File: src/sv/vgd_div.sv
// Shared restoring divider, one quotient bit per cycle, truncating signed quotient.
// Depends on nothing; instantiated by voxel_grid_downsampler_top.
module vgd_div #(
  parameter int DW = 33,
  parameter int VW = 31
) (
  input  logic                 clk,
  input  logic                 rst_n,
  input  logic                 start,
  input  logic signed [DW-1:0] dividend,
  input  logic [VW-1:0]        divisor,
  output logic                 done,
  output logic signed [DW-1:0] quot,
  output logic [VW-1:0]        rem
);

  localparam int CNT_W = $clog2(DW + 1);

  logic             busy_r;
  logic             done_r;
  logic [CNT_W-1:0] cnt_r;
  logic [VW-1:0]    acc_r;
  logic [DW-1:0]    q_r;
  logic [VW-1:0]    dsr_r;
  logic             neg_r;
  logic [VW:0]      sh;
  logic [VW:0]      diff;

  assign sh   = {acc_r, q_r[DW-1]};
  assign diff = sh - {1'b0, dsr_r};

  always_ff @(posedge clk) begin
    if (!rst_n) begin
      busy_r <= 1'b0;
      done_r <= 1'b0;
    end else begin
      done_r <= 1'b0;
      if (start) begin
        busy_r <= 1'b1;
        cnt_r  <= CNT_W'(DW);
        acc_r  <= '0;
        q_r    <= dividend[DW-1] ? -dividend : dividend;
        neg_r  <= dividend[DW-1];
        dsr_r  <= divisor;
      end else if (busy_r) begin
        if (!diff[VW]) begin
          acc_r <= diff[VW-1:0];
          q_r   <= {q_r[DW-2:0], 1'b1};
        end else begin
          acc_r <= sh[VW-1:0];
          q_r   <= {q_r[DW-2:0], 1'b0};
        end
        cnt_r <= cnt_r - CNT_W'(1);
        if (cnt_r == CNT_W'(1)) begin
          busy_r <= 1'b0;
          done_r <= 1'b1;
        end
      end
    end
  end

  assign done = done_r;
  assign quot = neg_r ? -$signed(q_r) : $signed(q_r);
  assign rem  = acc_r;

endmodule

File: config.mk
export PLATFORM = sky130hd
export DESIGN_NAME = vgd_div
export DESIGN_NICKNAME = d
export VERILOG_FILES = /design/src/sv/vgd_div.sv
export SDC_FILE = /design/constraint.sdc
export NUM_CORES = 1
export LEC_CHECK = 0
export ABC_AREA = 1
export ABC_CLOCK_PERIOD_IN_PS = 2200
export BUFFER_PORTS_ARGS = -buffer_cell sky130_fd_sc_hd__buf_2
export CORE_UTILIZATION = 45
export DETAILED_ROUTE_END_ITERATION = 16
export PLACE_DENSITY = 0.69
export SLEW_MARGIN = 30
export SYNTH_ARGS = -nofsm -noshare
export SYNTH_HDL_FRONTEND = slang
export SYNTH_SLANG_ARGS = --single-unit
File: constraint.sdc
create_clock -name clk -period 2.2 [get_ports clk]
set_input_delay 0.22 -clock clk [delete_from_list [all_inputs] [get_ports clk]]
set_output_delay 0.22 -clock clk [all_outputs]
set_load 0.005 [all_outputs]
==> impl_metrics.env <==
export IMPL_run_status="finished, violations left"
export IMPL_violations="setup timing"
export IMPL_fmax_ghz=0.402
export IMPL_setup_slack_ns=-0.289
export IMPL_routed_via_density=5.07
export IMPL_ys_ff_latch=104
export IMPL_cap_violations=0
export IMPL_die_height_um=141
export IMPL_drtIter0Drc=747
export IMPL_yosysTopAreaCell="edfxtp_1"
export IMPL_area_delta_synth_final_pct=48.8
export IMPL_yosysSeqAreaShare_pct=35.6
export IMPL_core_area_mm2=0.0188
export IMPL_clkSinkCount=104
export IMPL_crit_top_cell="nor2_4"
export IMPL_cpLargestDelayFamily="simple AND/OR/NAND/NOR gates"
export IMPL_place_congestion=0.965
export IMPL_synth_top_area_share_pct=35.2
export IMPL_gr_max_usage_layer="met2"
export IMPL_crit_buf_inv=2
export IMPL_grt_pass1_vias=9352
export IMPL_startpoint_type="flip-flop"
export IMPL_drv_slew=0
export IMPL_synthDistinctLibCells=45
export IMPL_arrival_ns=2.27
export IMPL_design_die_area_mm2=0.0199
export IMPL_setup_violations_final=52
export IMPL_cpPeakStageDelay_ns=0.43
export IMPL_synth_nets=1373
export IMPL_peakVddDrop_mv=0.414
export IMPL_yosysMostFrequentCell="nand2_1"
export IMPL_p_leak_nw=6.36
export IMPL_die_w_um=141
export IMPL_drtAntennaViolNets=0
export IMPL_r2r_cells=16
export IMPL_fin_area_mm2=0.0130
export IMPL_hold_start="divisor[3]"
export IMPL_whs_path_depth=1
export IMPL_critPathSlowestCell="edfxtp_1"
export IMPL_dpl_hpwl_um=21000
export IMPL_reg2reg_slack_ns=-0.16
export IMPL_yosysWarnings=0
export IMPL_io_pins=132
export IMPL_cts_hold_buf=0
export IMPL_start_util_pct=46.3
export IMPL_hold_viol=0
export IMPL_cts_max_level=3
export IMPL_power_density_mw_per_mm2=729
export IMPL_worstPathCellList="inv_2, ha_4, nand3_4, nor2_4, nand2_2, nor2_4, nand4_1, o21ai_1, xor2_1, buf_2"
export IMPL_route_vias_total=9497
export IMPL_grt_total_usage_pct=29.8
export IMPL_routedWlPerCell_um=16.2
export IMPL_routed_wl_um=30400
export IMPL_antenna_found_initial=1
export IMPL_whs_ns=0.0224
export IMPL_rows=50
export IMPL_portBuffers=131
export IMPL_crit_fanout=4
export IMPL_layout_drive_gt1_share_pct=40.3
export IMPL_postPlaceCellArea_mm2=0.0107
export IMPL_min_path_type="primary input to flip-flop"
export IMPL_critical_path_class="flip-flop to output port"
export IMPL_tightest_slew_ns=0.438
export IMPL_post_route_period_util_pct=113
export IMPL_cts_tree="done"
export IMPL_final_cell_count_no_fill=1875
export IMPL_synthTopCellsByArea="edfxtp_1 (35%), nand2_1 (18%), inv_1 (8.8%), nor2_1 (7.5%), xor2_1 (5.1%)"
export IMPL_nets=1712
export IMPL_rsz0062_at_grt="true"
export IMPL_cp_end_kind="output port"
export IMPL_syn_avg_cell_area_um2=6.86
export IMPL_place_ws_ns=-0.186
export IMPL_use_met2_pct=51.8
export IMPL_route_detailed_drc=0
export IMPL_reg2reg_to="rem[20]"
export IMPL_syn_area_mm2=0.00871
export IMPL_grtUsageMet1_pct=35.5
export IMPL_firstDrtPassIters=5
export IMPL_use_met3_pct=3.91
export IMPL_numCtsBuffers=9
export IMPL_synth_top_cells_by_count="nand2_1 (412), inv_1 (205), nor2_1 (173)"
export IMPL_grt_pass1_wl_um=46100
export IMPL_worstPathRequired_ns=1.98
export IMPL_synthArstFlopShare_pct=0
export IMPL_r2r_start="rem[13]"
export IMPL_grt_ovfl_total=0
export IMPL_slew_headroom_pct=70.8
export IMPL_worstHoldEndpoint="dsr_r[3]"
export IMPL_skew_ns=0.0119
export IMPL_clkSlewWorstSetupHoldPaths_ns=0.08
export IMPL_place_inst=1782
export IMPL_synth_flop_cell="edfxtp_1"
export IMPL_postLayoutCoreUtil_pct=68.8
export IMPL_ctsRootBufferMaster="clkbuf_16"
export IMPL_period_needed_ns=2.49
export IMPL_grt_start_max_net_pins=48
export IMPL_cts_buffer_depth=2
export IMPL_synth_edff_count=102
export IMPL_insertion_delay_ns=0.37
export IMPL_synthCells=1270
## logic make-up (layout without fill, tap and decap cells)
family	after synthesis	in the layout	synth area share, %
AO/OA/AOI/OAI	93	93	5.98
XOR/XNOR	63	63	6.34
flip-flops	104	104	35.6
AND/OR/NAND/NOR	736	739	35.6
adder cells (fa/ha/maj)	36	36	5.26
other	0	1	0
buffers and inverters	238	579	11.2
## final cells by class
type                    instances  area (um^2)
multi-input cells             931         5900
fillers                      1506         5870
flip-flops and latches        104         3100
repair buffers                351         2520
inverters                     212          803
well taps                     260          325
clock buffers                  10          229
clock inverters                 6         75.1
diodes                          1         2.50
## state kept, by name, indices dropped and copies added (netlist names)
register / cells
cnt_r: 6
done: 1
busy_r: 1
q_r: 33
neg_r: 1
dsr_r: 31
rem: 31
## per-stage QoR
step,TNS (ns),power [mW]
floorplan,0,4.61
global placement,-1.96,5.98
detailed placement,-3.27,6.04
CTS,-4.48,8.72
global route,-12.39,9.95
finish,-7.59,9.45
## placed cells by master, fill, tap and decap left out, types with 3 or more instances in the layout
cell,count
a21oi_1,23
nand2_1,318
inv_1,174
buf_16,3
ha_1,8
a21oi_4,3
buf_12,9
o21ai_1,6
buf_4,198
nor3_2,5
nand2_8,7
nor2_4,29
nor2_1,113
buf_2,131
o21ai_2,8
buf_6,8
nor3_1,14
nand2_4,19
nand3_4,4
nand3b_1,14
o21ai_0,35
nor2_2,37
inv_4,3
nand3_2,7
nand2_2,84
or2_2,4
xor2_1,49
inv_2,34
nand3_1,55
edfxtp_1,102
nand4_1,20
a21oi_2,4
clkbuf_16,9
ha_4,27
xnor2_1,10
a31oi_1,3
## worst max-delay path by stage
stage,depth (start not counted),start,to
6_report,10,q_r[0],quot[22]
4_1_cts,11,q_r[0],quot[27]
3_5_place_dp,15,q_r[32],rem[22]
3_3_place_gp,15,q_r[32],rem[22]
2_1_floorplan,17,q_r[32],rem[30]
5_1_grt,11,q_r[1],quot[29]
## power breakdown
part	switching (mW)	total [mW]	internal, mW
clock	0.820	1.72	0.902
combinational	2.73	5.07	2.34
sequential	0.189	2.66	2.47
total	3.74	9.45	5.72
## repair_timing
action | 4_1_cts | 5_1_grt
resized for setup | 171 | 162
gates cloned | 6 | 0
setup endpoints to repair | 55 | 55
setup buffers | 39 | 32
pin swaps | 46 | 83
## layer usage
| layer | vias up | routed length, um |
|---|---|---|
| li1 | 4674 | - |
| met1 | 4383 | 12500 |
| met3 | 87 | 1530 |
| met4 | 0 | 1460 |
| met2 | 353 | 15000 |
| met5 | - | 0 |
(Power assumes the default switching activity.)
